File: config.mk
export PLATFORM = sky130hd
export DESIGN_NAME = pise_fifo
export DESIGN_NICKNAME = d
export VERILOG_FILES = /design/src/hdl/pise_pkg.sv /design/src/hdl/pise_fifo.sv
export SDC_FILE = /design/constraint.sdc
export NUM_CORES = 1
export LEC_CHECK = 0
export BUFFER_PORTS_ARGS = -buffer_cell sky130_fd_sc_hd__buf_2
export CORE_AREA = 4 4 97 122
export DETAILED_ROUTE_END_ITERATION = 10
export DIE_AREA = 0 0 101 126
export PLACE_DENSITY = 0.7
export SLEW_MARGIN = 5
export SYNTH_ARGS = -nofsm -noshare
export SYNTH_HDL_FRONTEND = slang
export SYNTH_SLANG_ARGS = --single-unit
File: constraint.sdc
create_clock -name clk -period 1.9 [get_ports clk]
set_clock_uncertainty 0.05 [all_clocks]
set_input_delay 0.19 -clock clk [delete_from_list [all_inputs] [get_ports clk]]
set_output_delay 0.19 -clock clk [all_outputs]
set_load 0.02 [all_outputs]
File: src/hdl/pise_pkg.sv
// pise_pkg: shared constants, types and codes of the pair insert-size estimator
// depends on nothing; every other file imports it
`default_nettype none
package pise_pkg;
	localparam int DEF_BIN_DEPTH = 4096;
	localparam int SPAN_W = 31;
	localparam int NBINS = 3;
	localparam int CNT_OUT_W = 13;
	localparam int STAT_W = 39;
	localparam int FX_FRAC = 8;
	localparam int TRIM_K = 5;
	localparam int DIV3_SH = 21;
	localparam logic [19:0] DIV3_MUL = 20'hAAAAB;
	localparam int FQ_DEPTH = 4;
	localparam int FQ_AW = 2;

	typedef enum logic {CMD_ADD = 1'b0, CMD_FINAL = 1'b1} cmd_t;
	typedef enum logic [1:0] {BIN_INNIE = 2'd0, BIN_OUTTIE = 2'd1, BIN_SAME = 2'd2} bin_t;

	typedef struct packed {
		cmd_t cmd;
		bin_t bin;
		logic [SPAN_W-1:0] span;
	} work_t;

	typedef enum logic [1:0] {MOP_MUL = 2'd0, MOP_DIV = 2'd1, MOP_SQRT = 2'd2} mop_t;

	typedef struct packed {
		logic start;
		mop_t op;
	} mctl_t;

	typedef enum logic [3:0] {
		B_IDLE, B_LOAD, B_DIV3A, B_DIV3B, B_SEL, B_SPREAD, B_RANGE, B_SUM,
		B_MEAN, B_KSXX, B_SQX, B_KK, B_VAR, B_SQRT, B_OUT
	} bst_t;

	function automatic int math_w(int depth);
		return 2 * SPAN_W + 2 * FX_FRAC + 2 * $clog2(depth + 1);
	endfunction
endpackage
`default_nettype wire

File: src/hdl/pise_fifo.sv
// pise_fifo: short queue of classified items between front and back
// depends on pise_pkg
`default_nettype none
module pise_fifo (
	input  logic clk,
	input  logic arst_n,
	input  logic push,
	input  pise_pkg::work_t wdata,
	output logic full,
	input  logic pop,
	output pise_pkg::work_t rdata,
	output logic empty
);
	import pise_pkg::*;

	work_t slot_q [FQ_DEPTH];
	logic [FQ_AW-1:0] wp_q, rp_q;
	logic [FQ_AW:0] cnt_q;

	assign full = cnt_q == (FQ_AW+1)'(FQ_DEPTH);
	assign empty = cnt_q == '0;
	assign rdata = slot_q[rp_q];

	always_ff @(posedge clk or negedge arst_n) begin
		if (!arst_n) begin
			wp_q <= '0;
			rp_q <= '0;
			cnt_q <= '0;
		end else begin
			if (push) wp_q <= wp_q + 1'b1;
			if (pop) rp_q <= rp_q + 1'b1;
			if (push && !pop) cnt_q <= cnt_q + 1'b1;
			else if (pop && !push) cnt_q <= cnt_q - 1'b1;
		end
	end

	always_ff @(posedge clk) begin
		if (push) slot_q[wp_q] <= wdata;
	end
endmodule
`default_nettype wire

==> flow_summary_export.csv <==
group,metric,value,unit
worst_setup_path,timing.rr.start,"wp_q[0]",
synth,synth_enable_flop_cells,136,
timing,setup_viol_count_final,34,
power,power.clock.fraction,27.2,%
power,combinationalPowerShare,35.9,%
power,max-vdd-ir-drop,1.09,mV
cells_and_area,insertedDiodeCount,0,
global_route,pin_count_of_the_biggest_net_entering_global_routing,35,
timing,layout_min_cycle_time,2.02,ns
place,placed_cell_area,0.00592,sq mm
timing,timing.setup.tns,-3.06,ns
worst_setup_path,cp.arrival,1.78,ns
drt,total_via_count_in_the_routed_design,2652,
die,core_area,0.0106,sq mm
worst_setup_path,endpoint_kind,"output port",
die,die_area,0.0127,sq mm
power,internal_power,8340,uW
timing,max_slew_margin,38.8,%
synth,synth.cells.most_frequent,"edfxtp_1 (136), mux4_2 (28), dfrtp_1 (7)",
outcome,outcome,"finished with violations",
min_path,hp-class,"in2reg",
worst_setup_path,cells_on_worst_reg2reg_path,2,
clock_network,cts_inserted_buffers,17,
synth,synth.yosys.seq_area_share,79.6,%
timing,finalMaxSlewViolations,0,
clock_network,ctsHtreeMaxLevel,4,
min_path,worst_hold_path_startpoint,"push",
die,die_x,101,um
synth,syn-num-nets,256,
synth,synthDistinctLibCells,19,
power,p_leak,0.00257,uW
worst_setup_path,critPathRequiredTime,1.66,ns
cells_and_area,layout_cells_sized_above_1,43.9,%
place,pre_cts_ws,0.140,ns
timing,fmax,0.496,GHz
place,hpwlAfterDp,5620,um
die,floorplan.initialDensity,50.7,%
worst_setup_path,critPathKind,"reg2out",
power,pwr_density_cell,1650,mW/mm^2
clock_network,tritoncts,"built",
synth,synth.area.top_cells,"edfxtp_1 (76%), mux4_2 (12%), dfrtp_1 (3.3%)",
min_path,whs_path_depth,2,
clock_network,clkTransAtPathRegs,0.06,ns
synth,yosys_warning_total,0,
worst_setup_path,cp_slowest_stage_delay,0.54,ns
cells_and_area,syn2layout_area_growth,33.4,%
synth,yosys.area.top_type,"edfxtp_1",
timing,worst-slew-pin-transition,0.917,ns
worst_setup_path,worst_path_max_delay_cell,"mux4_2",
drt,drc,0,
synth,mappedNetlistArea,0.00535,sq mm
synth,yosysTopAreaCellShare,76.3,%
timing,final.setup.worst_slack,-0.115,ns
die,fp-row-count,42,
global_route,first_global_vias,2873,
cells_and_area,finish.utilization,67.6,%
min_path,hold_path_end,"wp_q[0]",
cells_and_area,design.final.nets,393,
clock_network,cts-root-to-sink-buffers,2,
power,power_frac_seq,36.9,%
synth,synthArstFlopShare,4.90,%
global_route,grt_first_pass_wirelength,15700,um
run,max_cap_violations,0,
synth,synth-main-ff-cell,"edfxtp_1",
timing,grt_setup_unrepaired,"true",
cells_and_area,stdcell_area,0.00714,sq mm
power,switching_share,29.3,%
synth,synth.ff_latch_count,143,
die,pin_count,74,
drt,drtPass1Iterations,4,
synth,netlist_instances,212,
worst_setup_path,rrSetupSlack,0.15,ns
clock_network,clock_sink_count,143,
timing,layout_worst_path_cycle_share,106,%
clock_network,clock_latency,0.41,ns
global_route,antenna_violations_before_repair,0,
synth,syn_avg_cell_area,25.3,sq um
drt,routed_wl,10300,um
clock_network,clockRootBuffer,"clkbuf_16",
place,finalWeightedCongestion,0.697,
cells_and_area,fillerInstances,671,
outcome,failed_checks,"setup timing",
drt,detailedRoute.firstIterationViolations,127,
die,fp.dieH,126,um
synth,synthMostInstantiatedCell,"edfxtp_1",
worst_setup_path,critical_path.startpoint_type,"flip-flop",
worst_setup_path,cp_cell_sequence,"buf_12, buf_12, mux4_2, buf_6",
worst_setup_path,cpMostUsedCell,"buf_12",
worst_setup_path,path_max_fanout,6,
place,port-buffer-count,73,
drt,wire_per_inst,20.9,um
drt,via_per_inst,5.37,
timing,timing.final.hold_violations,0,
global_route,gr-total-overflow,0,
drt,drtAntennaViolNets,0,
power,total_switching_power,3450,uW
worst_setup_path,r2r_end,"slot_q[3][6]",
global_route,global_route.usage.total,17.1,%
==> worst max-delay path by stage <==
stage | startpoint | endpoint | slack, ns | cells past startpoint
CTS | rp_q[0] | rdata[20] | -0.17 | 3
finish | rp_q[0] | rdata[10] | -0.12 | 4
global placement | wp_q[0] | slot_q[3][13] | 0.13 | 2
floorplan | wp_q[0] | slot_q[2][0] | 0.006 | 3
global route | rp_q[0] | rdata[10] | -0.17 | 4
detailed placement | wp_q[0] | slot_q[3][13] | 0.14 | 2
==> power groups by stage <==
stage | sequential [uW] | clock (uW) | combinational, uW
final | 4340 | 3200 | 4240
after global routing | 4400 | 3430 | 4510
after CTS | 4360 | 3250 | 3430
after detailed placement | 4400 | 0 | 3280
after global placement | 4350 | 0 | 3250
after floorplan | 4330 | 0 | 2350
==> sequential cells by signal, summed over array words and instances (netlist names) <==
| register | flops |
|---|---|
| cnt_q | 3 |
| rp_q | 2 |
| slot_q | 136 |
| wp_q | 2 |
==> worst max-delay path, delay by kind of cell, from the launching register on <==
family	cells	cell delay [ns]
buffers and inverters	3	0.45
flip-flops	1	0.38
multiplexers	1	0.54
==> kinds of logic (layout without fill, tap and decap cells) <==
family	count (synthesis)	after routing	share of synthesized area, %
flip-flops	143	143	79.6
multiplexers	35	35	14.9
AO/OA/AOI/OAI	1	1	0.0934
XOR/XNOR	6	6	0.982
adder cells (fa/ha/maj)	6	6	1.54
AND/OR/NAND/NOR	9	9	0.911
buffers and inverters	12	162	1.99
==> repair_timing <==
item | 4_1_cts | 5_1_grt
gates cloned | 0 | 4
endpoints found under the setup margin | 34 | 34
hold buffers | 36 | 0
buffers inserted | 0 | 2
endpoints found under the hold margin | 144 | 0
gates resized for setup | 8 | 60
==> layout by cell type, fill, tap and decap left out, drive strengths merged, types with 3 or more instances in the layout <==
| cell type | instances |
|---|---|
| ha | 5 |
| clkinvlp | 3 |
| dlygate4sd3 | 36 |
| inv | 4 |
| bufinv | 3 |
| clkinv | 8 |
| clkbuf | 21 |
| and2 | 4 |
| mux4 | 34 |
| buf | 87 |
| dfrtp | 7 |
| xor2 | 4 |
| edfxtp | 136 |
==> layout make-up <==
type / count / area, sq um / area share, %
multi-input combinational: 57 / 971 / 13.6
inverter: 4 / 15.0 / 0.210
tap: 132 / 165 / 2.31
clock inverter: 14 / 149 / 2.08
timing repair buffer: 126 / 1150 / 16.1
clock buffer: 18 / 429 / 6.01
sequential: 143 / 4260 / 59.6
==> stage by stage <==
step	power (uW)	cells	hold slack, ns
global placement	7600	420	-0.0170
CTS	11000	488	0.0142
finish	11800	494	0.0361
floorplan	6680	212	-0.156
detailed placement	7670	420	-0.0104
global route	12300	494	0.0292
==> metal layers <==
metal  vias up  track usage [%]  wire length [um]
met4         0             7.51               237
met3        20             4.87               547
met2        80             28.7              5580
li1       1164                -                 -
met5         -                0                 0
met1      1388             20.3              3980
Power figures use the tool's default switching activity.
