## src/hdl/pise_pkg.sv

```systemverilog
// pise_pkg: shared constants, types and codes of the pair insert-size estimator
// depends on nothing; every other file imports it
`default_nettype none
package pise_pkg;
	localparam int DEF_BIN_DEPTH = 4096;
	localparam int SPAN_W = 31;
	localparam int NBINS = 3;
	localparam int CNT_OUT_W = 13;
	localparam int STAT_W = 39;
	localparam int FX_FRAC = 8;
	localparam int TRIM_K = 5;
	localparam int DIV3_SH = 21;
	localparam logic [19:0] DIV3_MUL = 20'hAAAAB;
	localparam int FQ_DEPTH = 4;
	localparam int FQ_AW = 2;

	typedef enum logic {CMD_ADD = 1'b0, CMD_FINAL = 1'b1} cmd_t;
	typedef enum logic [1:0] {BIN_INNIE = 2'd0, BIN_OUTTIE = 2'd1, BIN_SAME = 2'd2} bin_t;

	typedef struct packed {
		cmd_t cmd;
		bin_t bin;
		logic [SPAN_W-1:0] span;
	} work_t;

	typedef enum logic [1:0] {MOP_MUL = 2'd0, MOP_DIV = 2'd1, MOP_SQRT = 2'd2} mop_t;

	typedef struct packed {
		logic start;
		mop_t op;
	} mctl_t;

	typedef enum logic [3:0] {
		B_IDLE, B_LOAD, B_DIV3A, B_DIV3B, B_SEL, B_SPREAD, B_RANGE, B_SUM,
		B_MEAN, B_KSXX, B_SQX, B_KK, B_VAR, B_SQRT, B_OUT
	} bst_t;

	function automatic int math_w(int depth);
		return 2 * SPAN_W + 2 * FX_FRAC + 2 * $clog2(depth + 1);
	endfunction
endpackage
`default_nettype wire

```

## src/hdl/pise_arith.sv

```systemverilog
// pise_arith: shared multi-cycle unit for shift-add multiply, restoring divide, square root
// depends on pise_pkg
`default_nettype none
module pise_arith #(
	parameter int W = pise_pkg::math_w(pise_pkg::DEF_BIN_DEPTH)
) (
	input  logic clk,
	input  logic arst_n,
	input  pise_pkg::mctl_t ctl,
	input  logic [W-1:0] a,
	input  logic [W-1:0] b,
	output logic done,
	output logic [W-1:0] res
);
	import pise_pkg::*;
	localparam int CNTW = $clog2(W + 1);

	logic busy_q, done_q;
	mop_t op_q;
	logic [CNTW-1:0] cnt_q;
	logic [W-1:0] acc_q, aa_q, bb_q;
	logic [W:0] rem_q, tdiv, tsq, trial_sq;
	logic ge_div, ge_sq;

	always_comb begin
		tdiv = {rem_q[W-1:0], aa_q[W-1]};
		tsq = {rem_q[W-2:0], aa_q[W-1:W-2]};
		trial_sq = {acc_q[W-2:0], 2'b01};
		ge_div = tdiv >= {1'b0, bb_q};
		ge_sq = tsq >= trial_sq;
	end

	assign done = done_q;
	assign res = acc_q;

	always_ff @(posedge clk or negedge arst_n) begin
		if (!arst_n) begin
			busy_q <= 1'b0;
			done_q <= 1'b0;
			cnt_q <= '0;
			op_q <= MOP_MUL;
		end else if (ctl.start) begin
			busy_q <= 1'b1;
			done_q <= 1'b0;
			op_q <= ctl.op;
			cnt_q <= (ctl.op == MOP_SQRT) ? CNTW'(W / 2) : CNTW'(W);
		end else if (busy_q) begin
			cnt_q <= cnt_q - 1'b1;
			if (cnt_q == CNTW'(1)) begin
				busy_q <= 1'b0;
				done_q <= 1'b1;
			end
		end else begin
			done_q <= 1'b0;
		end
	end

	always_ff @(posedge clk) begin
		if (ctl.start) begin
			acc_q <= '0;
			aa_q <= a;
			bb_q <= b;
			rem_q <= '0;
		end else if (busy_q) begin
			unique case (op_q)
				MOP_MUL: begin
					if (bb_q[0]) acc_q <= acc_q + aa_q;
					aa_q <= aa_q << 1;
					bb_q <= bb_q >> 1;
				end
				MOP_DIV: begin
					if (ge_div) begin
						rem_q <= tdiv - {1'b0, bb_q};
						acc_q <= {acc_q[W-2:0], 1'b1};
					end else begin
						rem_q <= tdiv;
						acc_q <= {acc_q[W-2:0], 1'b0};
					end
					aa_q <= aa_q << 1;
				end
				MOP_SQRT: begin
					if (ge_sq) begin
						rem_q <= tsq - trial_sq;
						acc_q <= {acc_q[W-2:0], 1'b1};
					end else begin
						rem_q <= tsq;
						acc_q <= {acc_q[W-2:0], 1'b0};
					end
					aa_q <= aa_q << 2;
				end
				default: ;
			endcase
		end
	end
endmodule
`default_nettype wire

```

## config.mk

```make
export PLATFORM = sky130hd
export DESIGN_NAME = pise_arith
export DESIGN_NICKNAME = d
export VERILOG_FILES = /design/src/hdl/pise_pkg.sv /design/src/hdl/pise_arith.sv
export SDC_FILE = /design/constraint.sdc
export NUM_CORES = 2
export LEC_CHECK = 0
export BUFFER_PORTS_ARGS = -buffer_cell sky130_fd_sc_hd__buf_2
export CORE_UTILIZATION = 45
export CTS_CLUSTER_DIAMETER = 30
export DETAILED_ROUTE_END_ITERATION = 10
export GPL_TIMING_DRIVEN = 0
export PLACE_DENSITY = 0.72
export SYNTH_ARGS = -nofsm -noshare
export SYNTH_HDL_FRONTEND = slang
export SYNTH_SLANG_ARGS = --single-unit
```

## constraint.sdc

```tcl
create_clock -name clk -period 4.33 [get_ports clk]
set_input_delay 0.866 -clock clk [delete_from_list [all_inputs] [get_ports clk]]
set_output_delay 0.866 -clock clk [all_outputs]
set_load 0.02 [all_outputs]
```

==> metrics.csv <==
metric,value,unit
Initial Util,45.7,%
Syn Area/Cell,7.58,sq um
"Top FF cell, synth",edfxtp_1,
Num CTS Buffers,105,
initial DRC count,5142,
unrepaired setup endpoints after global routing,true,
Via Count,44000,
layout cells sized above 1,12.4,%
Finished Cell Area,47900,sq um
sequential area share after synthesis,26.3,%
Final Hold Vio Count,0,
Max transition margin,12.4,%
CP max FO,10,
nets@finish,6311,
critical path's slowest cell,nor2_1,
"CTS clk-pin slew, worst paths",0.05,ns
Yosys cell types,102,
hold_buf cts,0,
vias per inst,6.25,
vias in the first global route,40800,
worst slew pin tran,1.31,ns
failing checks,negative setup slack,
Critical Path Max Stage Delay,0.98,ns
setup tns final,-0.181,ns
WP buf/inv,2,
Gate Count Post-Synth,5362,
input/output buffers,317,
VDD IR max,0.592,mV
placed inst area,43800,sq um
DP Wirelength,136000,microns
syn_nets,5895,
Pre-antenna DRT Iters,7,
IO Pins,318,
Final ANT Viol Nets,0,
"Req. time, crit path",4.92,ns
crit start category,flip-flop,
asr flop ratio synth,2.58,%
total wire length,169000,microns
Max Cap Violations,0,
root buffer cell,clkbuf_16,
YS warnings,0,
initial antenna violation count,2,
CP arrival,5.00,ns
largest net degree at the start of global routing,72,
drc violations,0,
Overflow after GRT,0,
Clock Skews,0.0289,ns
filler cell count,8696,
Worst Hold Class,in2async,
H-tree level count,3,
crit share post-route,102,%
final antenna diode count,0,
CTS Buffer Depth,3,
pwr dens,875,nW/um^2
"Clk Latency, worst-skew pair",0.69,ns
met2 Use GR,53.6,%
area grow syn2layout,17.9,%
multi-input combinational cell area,27800,sq um
GRT Total Usage,35.8,%
Pleak,20.2,nW
fmax,227,MHz
"Min Clock Period, post-route",4.41,ns
Critical Path End Type,flip-flop,
wire per inst,24.1,microns
number of synthesized flops with an enable pin,208,
Die X-Extent,303,microns
clock sink total,427,
worst setup path category,reg2reg,
"FF+latch count, synth",427,
row cnt,109,
Chip Height,303,microns
RePlAce Congestion,1.04,
Synth Cell Area,40700,sq um
cell mode on critical path,nand2_1,
GR peak layer,met2,
global-route wire length before repair,249000,microns
core box area,88900,sq um
Slew Limit Fails,0,
outcome,"complete, but fails checks",
GR Layer Usage met1,49.1,%
worst path cell trace,inv_1 -> ha_1 -> clkbuf_1 -> nand2_1 -> nor2_1 -> nand2_1 -> nor2_4 -> o21ai_0 -> o2111ai_1,
Sequential cell area,10700,sq um
CTS tree,done,
worst setup margin,-0.0779,ns
GR met3 Demand/Resource,5.45,%
Final setup viols,9,
CP top delay family,simple AND/OR/NAND/NOR gates,
DIE AREA,91600,sq um
[metrics by stage]
stage	total power [mW]	util, %	worst slack [ns]	std cells	hold WS (ns)
3_3_place_gp	31.9	49.1	-2.23	6844	0.480
5_1_grt	44.1	53.9	-0.0708	7035	0.0814
2_1_floorplan	24.2	-	0.102	5362	0.460
4_1_cts	40.4	53.5	0.00421	7049	0.0521
3_5_place_dp	32.1	49.2	-0.892	6846	0.487
6_report	42.0	53.9	-0.0779	7035	0.0572
[layer usage]
metal,wire length [microns],up-vias,share of wire (%)
met3,17000,490,10
met1,71300,20400,42
met2,70800,2523,42
li1,-,20500,-
met5,23,-,0.014
met4,10200,4,6.0
[layout make-up]
cell class / instances / area share (%)
multi-input cells: 4246 / 58.0
flip-flops and latches: 427 / 22.3
inverters: 308 / 2.41
repair buffers: 336 / 3.72
plain buffers: 354 / 3.07
clock inverters: 67 / 1.45
clock buffers: 132 / 5.97
well taps: 1165 / 3.04
[registers in the layout, indices dropped and copies added (netlist names)]
register  cells
rem_q       104
bb_q        104
op_q          2
cnt_q         7
res         104
busy_q        1
aa_q        104
done          1
[cells in the mapped netlist, drive strengths merged (22+ instances only)]
| cell type | n | area share, % |
|---|---|---|
| a211oi | 109 | 2.0 |
| a21boi | 22 | 0.41 |
| a21o | 160 | 3.0 |
| a21oi | 572 | 7.1 |
| a221oi | 49 | 1.1 |
| a22oi | 23 | 0.42 |
| a31oi | 44 | 0.75 |
| and2 | 25 | 0.38 |
| and3 | 26 | 0.40 |
| buf | 66 | 0.78 |
| clkbuf | 315 | 2.9 |
| dfxtp | 208 | 10 |
| edfxtp | 208 | 15 |
| ha | 318 | 9.8 |
| inv | 308 | 2.8 |
| mux2i | 110 | 2.7 |
| nand2 | 687 | 6.3 |
| nand2b | 34 | 0.52 |
| nand3 | 73 | 0.90 |
| nand4 | 150 | 2.3 |
| nor2 | 335 | 3.1 |
| nor2b | 25 | 0.38 |
| nor3 | 75 | 0.94 |
| nor4 | 24 | 0.37 |
| o211ai | 110 | 2.0 |
| o21a | 49 | 0.93 |
| o21ai | 557 | 6.9 |
| o21bai | 80 | 1.5 |
| o221ai | 36 | 0.79 |
| o31ai | 31 | 0.69 |
| xnor2 | 184 | 4.0 |
| xor2 | 112 | 2.4 |
[logic make-up after synthesis]
kind of cell	share of synthesized area, %
buf+inv	6.54
xor+xnor	6.38
flops	26.3
fa+ha+maj	9.88
simple gates	16.9
compound gates	31.3
mux	2.75
[cell usage in the layout (no fill, tap or decap), types with 112 or more instances in the layout]
cell / Yosys / final
o21ai_0: 538 / 530
buf_2: 45 / 352
nand2_1: 687 / 683
dfxtp_1: 208 / 192
nand4_1: 150 / 150
inv_1: 308 / 308
xor2_1: 112 / 112
a21oi_1: 568 / 555
ha_1: 318 / 314
clkbuf_1: 314 / 295
xnor2_1: 184 / 184
edfxtp_1: 208 / 208
nor2_1: 335 / 333
a21o_1: 160 / 160
[repair_timing]
action	in CTS	in global routing
gates resized for setup	55	95
endpoints found under the setup margin	130	121
pin swaps	2	11
setup buffers	5	12
[report_power, final]
part / internal (mW) / switching, mW
sequential: 5.25 / 1.83
clock: 5.26 / 2.66
combinational: 9.34 / 17.6
total: 19.9 / 22.1
[worst paths after layout]
check	from	endpoint	slack, ns	depth (start not counted)
worst max-delay path	op_q[0]	rem_q[93]	-0.08	9
worst min-delay path	arst_n	op_q[1]	0.06	1
worst max register to register	op_q[0]	rem_q[93]	-0.08	9
worst min register to register	rem_q[103]	rem_q[103]	0.50	1
max in group asynchronous	arst_n	cnt_q[0]	4.05	1
min in group clk	a[68]	aa_q[68]	0.46	3
(Power assumes the default switching activity.)
