`src/hdl/pise_pkg.sv`:
```
// pise_pkg: shared constants, types and codes of the pair insert-size estimator
// depends on nothing; every other file imports it
`default_nettype none
package pise_pkg;
	localparam int DEF_BIN_DEPTH = 4096;
	localparam int SPAN_W = 31;
	localparam int NBINS = 3;
	localparam int CNT_OUT_W = 13;
	localparam int STAT_W = 39;
	localparam int FX_FRAC = 8;
	localparam int TRIM_K = 5;
	localparam int DIV3_SH = 21;
	localparam logic [19:0] DIV3_MUL = 20'hAAAAB;
	localparam int FQ_DEPTH = 4;
	localparam int FQ_AW = 2;

	typedef enum logic {CMD_ADD = 1'b0, CMD_FINAL = 1'b1} cmd_t;
	typedef enum logic [1:0] {BIN_INNIE = 2'd0, BIN_OUTTIE = 2'd1, BIN_SAME = 2'd2} bin_t;

	typedef struct packed {
		cmd_t cmd;
		bin_t bin;
		logic [SPAN_W-1:0] span;
	} work_t;

	typedef enum logic [1:0] {MOP_MUL = 2'd0, MOP_DIV = 2'd1, MOP_SQRT = 2'd2} mop_t;

	typedef struct packed {
		logic start;
		mop_t op;
	} mctl_t;

	typedef enum logic [3:0] {
		B_IDLE, B_LOAD, B_DIV3A, B_DIV3B, B_SEL, B_SPREAD, B_RANGE, B_SUM,
		B_MEAN, B_KSXX, B_SQX, B_KK, B_VAR, B_SQRT, B_OUT
	} bst_t;

	function automatic int math_w(int depth);
		return 2 * SPAN_W + 2 * FX_FRAC + 2 * $clog2(depth + 1);
	endfunction
endpackage
`default_nettype wire

```
`src/hdl/pise_ifs.sv`:
```
// pise_in_if / pise_out_if: valid-ready channels for pair items and bin reports
// depends on pise_pkg
`default_nettype none
interface pise_in_if;
	import pise_pkg::*;
	logic valid;
	logic ready;
	logic cmd;
	logic [SPAN_W-1:0] first_begin;
	logic [SPAN_W-1:0] first_end;
	logic first_reverse;
	logic [SPAN_W-1:0] second_begin;
	logic [SPAN_W-1:0] second_end;
	logic second_reverse;
	modport source(output valid, cmd, first_begin, first_end, first_reverse,
		second_begin, second_end, second_reverse, input ready);
	modport sink(input valid, cmd, first_begin, first_end, first_reverse,
		second_begin, second_end, second_reverse, output ready);
endinterface

`default_nettype wire

```
`src/hdl/pise_front.sv`:
```
// pise_front: takes pair items, computes the span and the orientation bin
// depends on pise_pkg, pise_ifs
`default_nettype none
module pise_front (
	pise_in_if.sink pair,
	input  logic full,
	output logic push,
	output pise_pkg::work_t wk
);
	import pise_pkg::*;

	logic [SPAN_W-1:0] hi, lo;
	bin_t bin;

	always_comb begin
		hi = (pair.first_end > pair.second_end) ? pair.first_end : pair.second_end;
		lo = (pair.first_begin < pair.second_begin) ? pair.first_begin : pair.second_begin;
		if (pair.first_reverse == pair.second_reverse) begin
			bin = BIN_SAME;
		end else if ((!pair.first_reverse && pair.first_begin <= pair.second_begin) ||
				(pair.first_reverse && pair.first_begin >= pair.second_begin)) begin
			bin = BIN_INNIE;
		end else begin
			bin = BIN_OUTTIE;
		end
		wk.cmd = cmd_t'(pair.cmd);
		wk.bin = bin;
		wk.span = (hi > lo) ? hi - lo : '0;
	end

	assign pair.ready = !full;
	assign push = pair.valid && !full;
endmodule
`default_nettype wire

```
`src/flat_wrapper.sv`:
```
// flat-port wrapper written by rule: the top's interface ports become plain ports
module pise_front_flat import pise_pkg::*;
  (full, push, wk, pair_valid, pair_cmd, pair_first_begin, pair_first_end, pair_first_reverse, pair_second_begin, pair_second_end, pair_second_reverse, pair_ready);
  pise_in_if pair_i ();
  input  logic full;
  output logic push;
  output pise_pkg::work_t wk;
  input wire logic [$bits(pair_i.valid)-1:0] pair_valid;
  input wire logic [$bits(pair_i.cmd)-1:0] pair_cmd;
  input wire logic [$bits(pair_i.first_begin)-1:0] pair_first_begin;
  input wire logic [$bits(pair_i.first_end)-1:0] pair_first_end;
  input wire logic [$bits(pair_i.first_reverse)-1:0] pair_first_reverse;
  input wire logic [$bits(pair_i.second_begin)-1:0] pair_second_begin;
  input wire logic [$bits(pair_i.second_end)-1:0] pair_second_end;
  input wire logic [$bits(pair_i.second_reverse)-1:0] pair_second_reverse;
  output wire logic [$bits(pair_i.ready)-1:0] pair_ready;
  assign pair_i.valid = pair_valid;
  assign pair_i.cmd = pair_cmd;
  assign pair_i.first_begin = pair_first_begin;
  assign pair_i.first_end = pair_first_end;
  assign pair_i.first_reverse = pair_first_reverse;
  assign pair_i.second_begin = pair_second_begin;
  assign pair_i.second_end = pair_second_end;
  assign pair_i.second_reverse = pair_second_reverse;
  assign pair_ready = pair_i.ready;
  pise_front u_core (.pair(pair_i), .full(full), .push(push), .wk(wk));
endmodule
```
`config.mk`:
```
export PLATFORM = sky130hd
export DESIGN_NAME = pise_front_flat
export DESIGN_NICKNAME = d
export VERILOG_FILES = /design/src/hdl/pise_pkg.sv /design/src/hdl/pise_ifs.sv /design/src/hdl/pise_front.sv /design/src/flat_wrapper.sv
export SDC_FILE = /design/constraint.sdc
export NUM_CORES = 1
export LEC_CHECK = 0
export BUFFER_PORTS_ARGS = -buffer_cell sky130_fd_sc_hd__buf_4
export CAP_MARGIN = 10
export CORE_ASPECT_RATIO = 2
export CORE_MARGIN = 8
export CORE_UTILIZATION = 57
export DETAILED_ROUTE_END_ITERATION = 12
export PLACE_DENSITY_LB_ADDON = 0.15
export SYNTH_ARGS = -nofsm -noshare
export SYNTH_HDL_FRONTEND = slang
export SYNTH_SLANG_ARGS = --single-unit
```
`constraint.sdc`:
```
create_clock -name vclk -period 7.8
set_input_delay 0.39 -clock vclk [all_inputs]
set_output_delay 0.39 -clock vclk [all_outputs]
set_load 0.02 [all_outputs]
```
==> metrics list, run 1 <==
- Detailed placement finished with a half-perimeter wire length of 14,170 um.
- STA puts the critical path data arrival time at 5.90 ns.
* Synth Area in Adders: 0.2769
* Detailed-route wire length: 15,980 um
- Unrepaired setup endpoints after global routing: no
- The congestion estimate from routability-driven global placement came to 0.9975.
- Of the available clock period, the critical path in the final layout requires 0.8059.
- Relative to the synthesized area, the layout overhead comes to 28.27%.
- Violation count after the first detailed-route iteration: 230
* Routed vias/inst: 6.105
- Cell breakdown of the critical path: buf_4 -> inv_1 -> ha_1 -> a21o_1 -> a21o_1 -> a21oi_1 -> o21a_1 -> o21ai_0 -> a221oi_4 -> buf_12 -> nor2_1 -> a21oi_1 -> ha_1 -> nand3b_1 -> a21oi_2 -> a31oi_2 -> o21ai_2 -> a31oi_2 -> o21ai_1 -> nand2_1 -> nor3b_1 -> buf_4
- Once the clock tree was built, the setup fixing pass inserted 0 buffers.
* Number of nets with antenna violations after detailed routing: 0
- At the pin with the least slew margin, the transition time is 0.9707 ns.
- The netlist uses 51 different library cells.
- Reported max-cap violation count: 0
- Before antenna repair, the detailed router went through 5 iterations.
* Proportion of layout cells with a drive suffix above 1: 0.2759
* Number of pins exceeding their max-slew limit in the final report: 0
- Proportion of netlist area held by the largest area contributor: 0.2722
- For this run, the total global-route usage over all layers was measured as 0.2821.
* Top routing layer used: met4
- The clock buffers instantiated in the layout total 0.
- Row count: 44
- Classification of the worst setup path: in2out
* Worst-case setup margin in the final layout: 1.514 ns
- Die footprint: 10,700 sq um
- Total DRC errors in the routed layout: 0
- For this design the top-level I/O count stands at 165.
* Via count: 5,098
- Power density relative to cell area: 159.4 nW/um^2
- Share of the synthesized netlist area taken by xor and xnor gates: 0.05531
- The floorplan step defined a core boundary enclosing 7267 sq um.
- Summed over all nets, wire length on met2 after detailed routing comes to 9013 um.
- Data on the critical path is required at its endpoint by 7.41 ns.
* Number of nets in the final layout: 968
- After synthesis, the cell types taking the most area are ha_1 (27%), mux2_4 (10%), a21oi_1 (9.4%), a21o_1 (7.2%), nor2_1 (6.7%).
- Capturing element type of the critical path: output port
* Hold violation total from the final report: 0
- Worst Setup Start Kind: input port
- The initial antenna violation count was 0.
- The multi-input combinational cells in the finished layout cover a total of 3851 sq um.
- Critical path's slowest cell: a221oi_4
- Count of flip-flops and latches: 0
* Effective utilization at floorplan: 0.5883
- Buffers placed on the I/O ports in this run total 163.
* Crit-path max cell delay: 0.75 ns
- Post-CTS repair changed the size of 0 cells.
* Run status: complete, no violations
* Setup TNS: 0 ns
- In the synthesized netlist, the cells that appear most often are ha_1 (93), a21oi_1 (80), nor2_1 (76).
* Slew headroom: 0.3513
* Main combinational cell family by area after synthesis: adder cells
- Registers take 0 sq um.
- The number of nets in the synthesized netlist is 826.
- Worst voltage drop across the vdd grid: 0.1431 mV
- For this run the aggregate overflow at the end of global routing stands at 0.
- Routed wire length per instance: 19.14 um
- After layout, the minimum clock period comes to 6.286 ns.
- Die Span Y: 138.5 um
- The number of global-route vias before repair came to 5,511.
- Mean cell area of the mapped netlist: 7.090 sq um
- After filler insertion, the fill cell instance count of the layout stands at 567.
- CTS Hold Buffers Added: 0
- The cell area that synthesis handed to floorplanning was 4275 sq um.
- Final setup violation count: 0
- Count of yosys warnings during synthesis: 0
- ha_1 takes more of the synthesized area than any other cell.
- The first global-routing pass estimated 25,190 um of wire.
- Most frequent cell after synthesis: ha_1
- In the final routing, the length of wire on met1 measures 4895 um.
- Worst hold path type: in2out
- Worst setup timing slack at the placement stage: 1.562 ns
- The repair_antennas step left the layout with diodes totalling 0.
* Share of synthesized area occupied by flip-flops and latches: 0
* Compound-cell area share of the yosys netlist: 0.2651
* Gate count of the mapped netlist: 603
- Detailed routing placed a total of 740 um of wire on met3.
* Leak Pwr: 0.003085 uW
- Synth Area in Simple Gates: 0.1899
- Maximum net fanout on the critical path: 40
- From left edge to right edge, the die measures 77.24 um.
- Portion of netlist area occupied by mux cells: 0.1118
* Highest clock frequency the design can meet: 159.1 MHz
- Entering global routing, the biggest net connects 41 pins.
[critical path, delay by kind of cell]
| kind | cells | cell delay, ns |
|---|---|---|
| AOI/OAI and AO/OA | 12 | 3.21 |
| and+or+nand+nor | 4 | 1.17 |
| buffers and inverters | 4 | 0.59 |
| adders and majority gates | 2 | 0.51 |
[cells by family (layout without fill, tap and decap cells)]
kind of cell / after synthesis / after routing
compound gates: 179 / 179
buf+inv: 96 / 236
fa+ha+maj: 94 / 94
simple gates: 174 / 174
xor+xnor: 27 / 27
mux: 33 / 33
[per-stage QoR]
step,util,instance area [sq um],hold slack [ns],total power [uW],cells
3_5_place_dp,0.7546,5484,0.7801,862.4,835
4_1_cts,0.7546,5484,0.7801,867.0,835
2_1_floorplan,-,4275,0.8566,583.7,603
5_1_grt,0.7546,5484,0.7801,945.1,835
3_3_place_gp,0.7546,5484,0.7801,851.8,835
6_report,0.7546,5484,0.7800,874.3,835
[cell type report]
cell class	count	share of cell area
multi-input combinational	507	0.7023
inverter	71	0.04860
timing repair buffer	165	0.2282
tap	92	0.02099
[power by group]
part	switching [uW]	internal, uW	leakage, uW
Clock	0	0	0
Sequential	0	0	0
Combinational	500	375	0.00309
[cell usage in the layout, fill, tap and decap left out, drive strengths merged, types with 2 or more instances in the layout]
cell and instances:
o21a 7, o31ai 2, a21oi 81, or2 2, mux2i 2, nor4b 2
a211oi 4, and3 5, nand2 25, nor2 76, a31oi 4, nand2b 2
xor2 13, xnor2 14, nand3 15, inv 71, ha 93, buf 165
nor4 3, nor3 11, mux2 31, nand4 19, o21bai 3, a211o 2
a221oi 2, a21o 41, nor2b 9, o21ai 25
[path summary, 6_finish.rpt]
path | startpoint | endpoint | slack [ns] | depth (start not counted)
max | pair_second_begin[16] | wk[27] | 1.51 | 22
min | pair_cmd | wk[33] | 0.78 | 0
[routing by layer]
layer,vias to the layer above,global-route usage
met4,0,0.2154
met3,77,0.03636
met5,-,0
met1,2360,0.2281
met2,225,0.5696
li1,2436,-
No activity file was read; power rests on OpenSTA's default activity.
==> run 2, diff against run 1 <==
Settings changed: ABC_AREA set to 1, CORE_UTILIZATION 57 to 55.
Clock period 7.8 ns to 6.4 ns, I/O delays scaled along.
==> run 2 against run 1 <==
Compared with the run above: first-iteration DRC count is 4.8% higher; critical path depth increased by 3; synthesized cell count up 65%; die area up 20%; setup slack improved by 0.15 ns; design area up 16%; sequential cell count unchanged; area after synthesis increased by 19%; total power grew 26%; wire length up 9.4%; largest cell class unchanged; largest power group unchanged.
==> metrics list, run 2 <==
- Run status: complete, no violations
- The cell area after placement is 6340 sq um (+16%).
* Estimated wirelength of the detail-placed design: 15,940 um (+12%)
- The final instance area came to 6342 sq um (+16%).
- Reported max-cap violation count: 0 (unchanged)
- By startpoint and endpoint, the worst setup path is classified as in2out.
- The detail-routed net length per standard cell came to 14.07 um (-26%).
* Final setup violation count: 0 (unchanged)
- The remaining number of nets flagged by the antenna check after routing was 0 (unchanged).
- The post-route non-filler standard cell count came to 1,243 (+49%).
- Transition time at the pin with the least slew margin: 0.9544 ns (-0.01625 ns)
* Leak Pwr: 0.004145 uW (+34%)
* Most frequent cell after synthesis: nand2_1
- Top-level I/O count: 165 (unchanged)
- Share of synthesized area occupied by flip-flops and latches: 0 (unchanged)
* Maximum net fanout on the critical path: 63 (+57%)
* Final cycle utilization of the critical path: 0.7402
- Proportion of netlist area held by the largest area contributor: 0.2896 (+0.01744)
- Combined area of all synthesized cells: 5094 sq um (+19%)
* Total DRC errors in the routed layout: 0 (unchanged)
* Slew headroom: 0.3615 (+0.01015)
* Count of placed standard cells including taps: 1,242 (+49%)
* Gate count of the mapped netlist: 993 (+65%)
- Post-CTS Repair Setup Buffers: 0 (unchanged)
- Effective utilization at floorplan: 0.5652 (-0.02315)
- In the layout the commonest cells are nand2_1 (393), inv_1 (197), buf_4 (166).
- The total number of placement rows is 49 (+11%).
* Proportion of layout cells with a drive suffix above 1: 0.1842 (-0.09170)
* Antenna violations before repair: 1 (+1)
- Pin count of the biggest net entering global routing: 64 (+56%)
- CP Data Arrival Time: 4.42 ns (-1.48 ns)
- Subtracting the final worst setup slack from the clock period gives 4.738 ns.
- Power density relative to cell area: 173.1 nW/um^2 (+8.6%)
* Worst voltage drop across the vdd grid: 0.08148 mV (-43%)
- The total number of yosys warnings was 0 (unchanged).
- The routability congestion estimate was 0.9781 (-1.9%).
- Synth cell types: 29 (-43%)
- By area the synthesized netlist is led by nand2_1 (29%), ha_1 (23%), inv_1 (15%), nand3_1 (5.9%), nor2_1 (4.6%).
* Via count: 6,415 (+26%)
- Setup repair after global routing left no endpoint under its margin.
* Global-route wire length before repair: 28,540 um (+13%)
* CTS Hold Buffers Added: 0 (unchanged)
* Clock buf count: 0 (unchanged)
- Violation count after the first detailed-route iteration: 241 (+4.8%)
- The worst hold path cell count was 0 (unchanged).
* Most common library cell in the layout ignoring fill and taps: nand2_1
- GRT Util Overall: 0.2622 (-0.01989)
- Aggregate global routing overflow: 0 (unchanged)
- The critical path required time came to 6.08 ns (-1.33 ns).
- Die Span Y: 152.1 um (+9.8%)
- The worst setup path is captured at an output port.
- Die footprint: 12,780 sq um (+20%)
- The number of port buffers is 163 (unchanged).
* Net count after synthesis: 1,216 (+47%)
- Finished Core Util: 0.7037 (-0.05091)
- For this run, the top clock speed supported by timing is 211.1 MHz.
- The accumulated negative setup slack is 0 ns (unchanged).
- The average vias per placed instance came to 5.161 (-15%).
- The total detailed-routing wirelength is 17,490 um (+9.4%).
- Hold endpoint: wk[33]
* Number of pins exceeding their max-slew limit in the final report: 0 (unchanged)
* Mean cell area of the mapped netlist: 5.130 sq um (-28%)
* Register cell area after layout: 0 sq um (unchanged)
- The number of inserted filler cells in the final layout came to 935 (+65%).
* Overall power consumption: 1098 uW (+26%)
* Worst hold path type: in2out
- Area overhead of the layout relative to synthesis: 24.51%
- Ranking of synthesized cells by instance count: nand2_1 (393), inv_1 (197), ha_1 (93)
- The worst hold path begins at pair_cmd.
* Worst Setup Start Kind: input port
* Count of flip-flops and latches: 0 (unchanged)
- Cell taking the most area after synthesis: nand2_1
- Width of the die: 84.05 um (+8.8%)
- Core area: 9012 sq um (+24%)
* Number of nets in the final layout: 1,365 (+41%)
- The number of resized instances in the post-cts repair step came to 0 (unchanged).
- Hold violation total from the final report: 0 (unchanged)
* Via count of the first global-routing pass: 6,432 (+17%)
- Total iterations of the first detailed-routing run: 5 (unchanged)
run 2: how the worst max path moves through the flow:
| stage | from | slack, ns | cells after the start | endpoint |
|---|---|---|---|---|
| 2_1_floorplan | pair_second_begin[30] | 2.87 | 23 | wk[30] |
| 3_3_place_gp | pair_second_begin[6] | 1.73 | 25 | wk[28] |
| 3_5_place_dp | pair_second_begin[6] | 1.67 | 25 | wk[28] |
| 4_1_cts | pair_second_begin[6] | 1.67 | 25 | wk[28] |
| 5_1_grt | pair_second_begin[28] | 1.16 | 23 | wk[30] |
| 6_report | pair_second_begin[6] | 1.66 | 25 | wk[24] |
run 2: logic make-up (layout without fill, tap and decap cells):
family | after synthesis | in the layout | synth area share
AO/OA/AOI/OAI | 88 | 88 | 0.09236
XOR/XNOR | 16 | 16 | 0.02751
adder cells (fa/ha/maj) | 94 | 94 | 0.2324
buffers and inverters | 218 | 365 | 0.1717
other | 0 | 1 | 0
AND/OR/NAND/NOR | 577 | 577 | 0.4761
run 2: routing by layer:
layer	wire (um)	part of all wire	GRT usage	up-vias
met2	9489	0.54	0.5114	191
met5	0	0	0	-
met3	746	0.043	0.03158	44
met1	6285	0.36	0.2555	2829
li1	-	-	-	3351
met4	972	0.056	0.1268	0
run 2: worst max-delay path, cell delays in order:
cell,delay (ns)
buf_4,0.07
inv_1,0.04
ha_1,0.30
nand2_1,0.09
inv_1,0.06
a21oi_1,0.14
nand2_1,0.10
nand2_1,0.07
nand2_1,0.07
nand2_1,0.10
nand2_2,0.53
o21ai_0,0.50
ha_1,0.21
inv_1,0.08
fa_1,0.45
nand3_1,0.12
nand3_1,0.18
nand2_1,0.12
nand3b_1,0.18
nand2_1,0.16
nand3_1,0.10
nand2_1,0.07
nand2_1,0.09
nor2_2,0.09
buf_4,0.15
run 2: metrics by stage:
stage / worst slack (ns) / hold WS, ns
detailed placement: 1.666 / 0.6402
finish: 1.662 / 0.6400
CTS: 1.669 / 0.6402
floorplan: 2.865 / 0.7166
global placement: 1.730 / 0.6402
global route: 1.159 / 0.6400
run 2: area by class of cell:
| type | count | area, sq um | share of cell area |
|---|---|---|---|
| multi-input combinational | 775 | 4219 | 0.6652 |
| antenna | 1 | 2.502 | 0.0003946 |
| tap | 102 | 127.6 | 0.02012 |
| timing repair buffer | 166 | 1246 | 0.1965 |
| inverter | 199 | 747.0 | 0.1178 |
run 2: power by group:
part           total (uW)  switching, uW  internal [uW]
sequential              0              0              0
clock           0.0000209              0      0.0000209
combinational        1100            680            417
==> run 3, diff against run 2 <==
Settings changed: ABC_AREA 1 to 0, CORE_UTILIZATION 55 to 53.
Clock period 6.4 ns to 4.7 ns, I/O delays scaled along.
==> run 3 against run 2 <==
Compared with the run above: the flow now finishes with violations (setup timing); wire length increased by 24%; critical path depth unchanged; total power grew 81%; core utilization up 18 points; global-route usage is 4.7 points higher; die area down 11%; sequential share of layout area did not move; first-iteration DRC count rose by 98%; non-clock buffer count rose by 118; via count shrank 4.9%; cell count is 23% lower; setup slack got worse by 2.0 ns.
==> metrics list, run 3 (same netlist as run 1, synthesis figures left out) <==
- The switching component of the power was 1059 uW (+56%).
- Maximum net fanout on the critical path: 9 (-86%)
* Overall power consumption: 1984 uW (+81%)
* Leak Pwr: 0.003765 uW (-9.2%)
- Final setup violation count: 31 (+31)
- Proportion of layout cells with a drive suffix above 1: 0.4582 (+0.2740)
* Die Span Y: 143.0 um (-6.0%)
- GRT Util Overall: 0.3089 (+0.04667)
- The area growth from synthesis to layout is 62.89%.
* Width of the die: 79.51 um (-5.4%)
* Reported max-cap violation count: 0 (unchanged)
- The power density over cell area was 284.9 nW/um^2 (+65%).
* GRT Max-Usage Layer: met2
* Pin count of the biggest net entering global routing: 39 (-39%)
- The accumulated negative setup slack was -4.008 ns (-4.008 ns).
* Classification of the worst setup path: in2out
* Worst Setup Start Kind: input port
* Worst voltage drop across the vdd grid: 0.2492 mV (+210%)
* Via count: 6,100 (-4.9%)
- The core outline area came to 7885 sq um (-13%).
- The I/O pin total was 165 (unchanged).
- Capturing element type of the critical path: output port
* Violations in the final reports: setup timing
* Effective utilization at floorplan: 0.5422 (-0.02297)
- Layout filler cell count: 420 (-55%)
- Switch share: 0.5335 (-0.08621)
- Register cell area after layout: 0 sq um (unchanged)
- The combinational group share of total power is 1.000 (about the same).
- The number of clock buffers in the layout was 0 (unchanged).
* Post-layout minimum cycle time: 5.035 ns
- Critical path required time: 4.47 ns (-1.61 ns)
- The number of cells after detailed placement was 943 (-24%).
- Violation count after the first detailed-route iteration: 477 (+98%)
- The clock network fraction of total power was 0 (unchanged).
- The routability congestion estimate came to 0.9582 (-2.0%).
- Leaving out fill and tap cells, the most frequent cell in the layout is buf_4.
* Count of buffers inserted at the top-level ports: 163 (unchanged)
- Worst setup timing slack at the placement stage: -0.5402 ns (-2.206 ns)
* Aggregate global routing overflow: 0 (unchanged)
- Total iterations of the first detailed-routing run: 8 (+3)
- Cell Count, Final, Fillers Out: 958 (-23%)
* Antenna violations before repair: 0 (-1)
- The worst max-slew margin expressed relative to the limit is 0.5036 (+0.1421).
- Via count of the first global-routing pass: 6,251 (-2.8%)
* Met3 Usage GRT: 0.03338 (+0.001791)
- The worst hold path begins at pair_cmd.
- The count of nets after finishing is 1,087 (-20%).
- Run status: finished, violations left
- The met1 layer usage reported by global route is 0.2490 (-0.006533).
- Cell-internal power: 925.6 uW (+120%)
- The total number of placement rows was 46 (-6.1%).
* Worst-case setup margin in the final layout: -0.3351 ns (-1.998 ns)
* Transition time at the pin with the least slew margin: 0.7368 ns (-0.2176 ns)
* Global-route wire length before repair: 28,420 um (-0.41%)
* Number of pins exceeding their max-slew limit in the final report: 0 (unchanged)
* Finished Core Util: 0.8832 (+0.1795)
- The data arrival at the endpoint of the critical path is 4.80 ns (+0.38 ns).
- Worst hold path type: in2out
* Routed vias/inst: 6.367 (+23%)
- The sequential cell count came to 0 (unchanged).
* Most used cells in the layout excluding fill and tap cells: buf_4 (274), ha_1 (76), nor2_1 (73)
* Total DRC errors in the routed layout: 0 (unchanged)
- Routed wire length per instance: 22.64 um (+61%)
* Die footprint: 11,370 sq um (-11%)
* Hold violation total from the final report: 0 (unchanged)
- Number of inserted diodes: 0 (-1)
- Detailed-route wire length: 21,690 um (+24%)
- The critical path starts at pair_second_begin[1].
* Highest clock frequency the design can meet: 198.6 MHz
- Sequential cell fraction of total power: 0 (unchanged)
- Dividing the final minimum period by the clock period gives 1.071.
- Met2 Track Usage GR: 0.6209 (+0.1095)
* Number of nets with antenna violations after detailed routing: 0 (unchanged)
- The final HPWL from detailed placement came to 15,680 um (-1.6%).
[run 3: worst paths after layout]
path	to	slack (ns)	cells after the start
min	wk[33]	0.47	0
max	wk[14]	-0.34	25
[run 3: layer usage]
| layer | up-vias | routed length (um) |
|---|---|---|
| met2 | 457 | 11530 |
| met5 | - | 0 |
| met3 | 190 | 1424 |
| li1 | 2673 | - |
| met4 | 0 | 2307 |
| met1 | 2780 | 6426 |
[run 3: area by class of cell]
| class | count | area (sq um) | share of cell area |
|---|---|---|---|
| inverters | 71 | 269.0 | 0.03863 |
| multi-input cells | 507 | 4334 | 0.6224 |
| well taps | 96 | 120.1 | 0.01725 |
| repair buffers | 284 | 2241 | 0.3218 |
[run 3: critical path: stages]
cell and delay [ns]:
buf_4 0.11, inv_1 0.11, ha_4 0.22, nor2b_1 0.13, o21ai_1 0.14, a21oi_1 0.11, a211oi_2 0.32, o221ai_2 0.21
a221oi_4 0.32, buf_12 0.16, buf_12 0.12, buf_4 0.13, nor2_1 0.06, a21oi_1 0.22, ha_2 0.38, a21oi_1 0.23
o21ai_0 0.33, nor2_1 0.25, o21ai_0 0.11, buf_4 0.16, a21o_1 0.20, a21oi_2 0.16, xor2_1 0.18, nor2_1 0.06
buf_4 0.15
[run 3: per-stage QoR]
| step | instance area (sq um) | hold WS [ns] |
|---|---|---|
| after floorplan | 4275 | 0.5466 |
| after global placement | 6282 | 0.4701 |
| after detailed placement | 6282 | 0.4701 |
| after CTS | 6465 | 0.4701 |
| after global routing | 6964 | 0.4702 |
| final | 6964 | 0.4700 |
[run 3: power by group through the flow]
stage	registers [uW]	clock network, uW	logic, uW
5_1_grt	0	0	2090
2_1_floorplan	0	0	969
3_3_place_gp	0	0	1660
4_1_cts	0	0	1750
6_report	0	0	1980
3_5_place_dp	0	0	1690
[run 3: what timing repair did]
item | 4_1_cts | 5_1_grt
pin swaps | 13 | 38
hold buffers | 0 | 0
endpoints found under the setup margin | 31 | 31
gates cloned | 0 | 2
endpoints found under the hold margin | 0 | 0
gates resized for setup | 25 | 78
setup buffers | 4 | 9
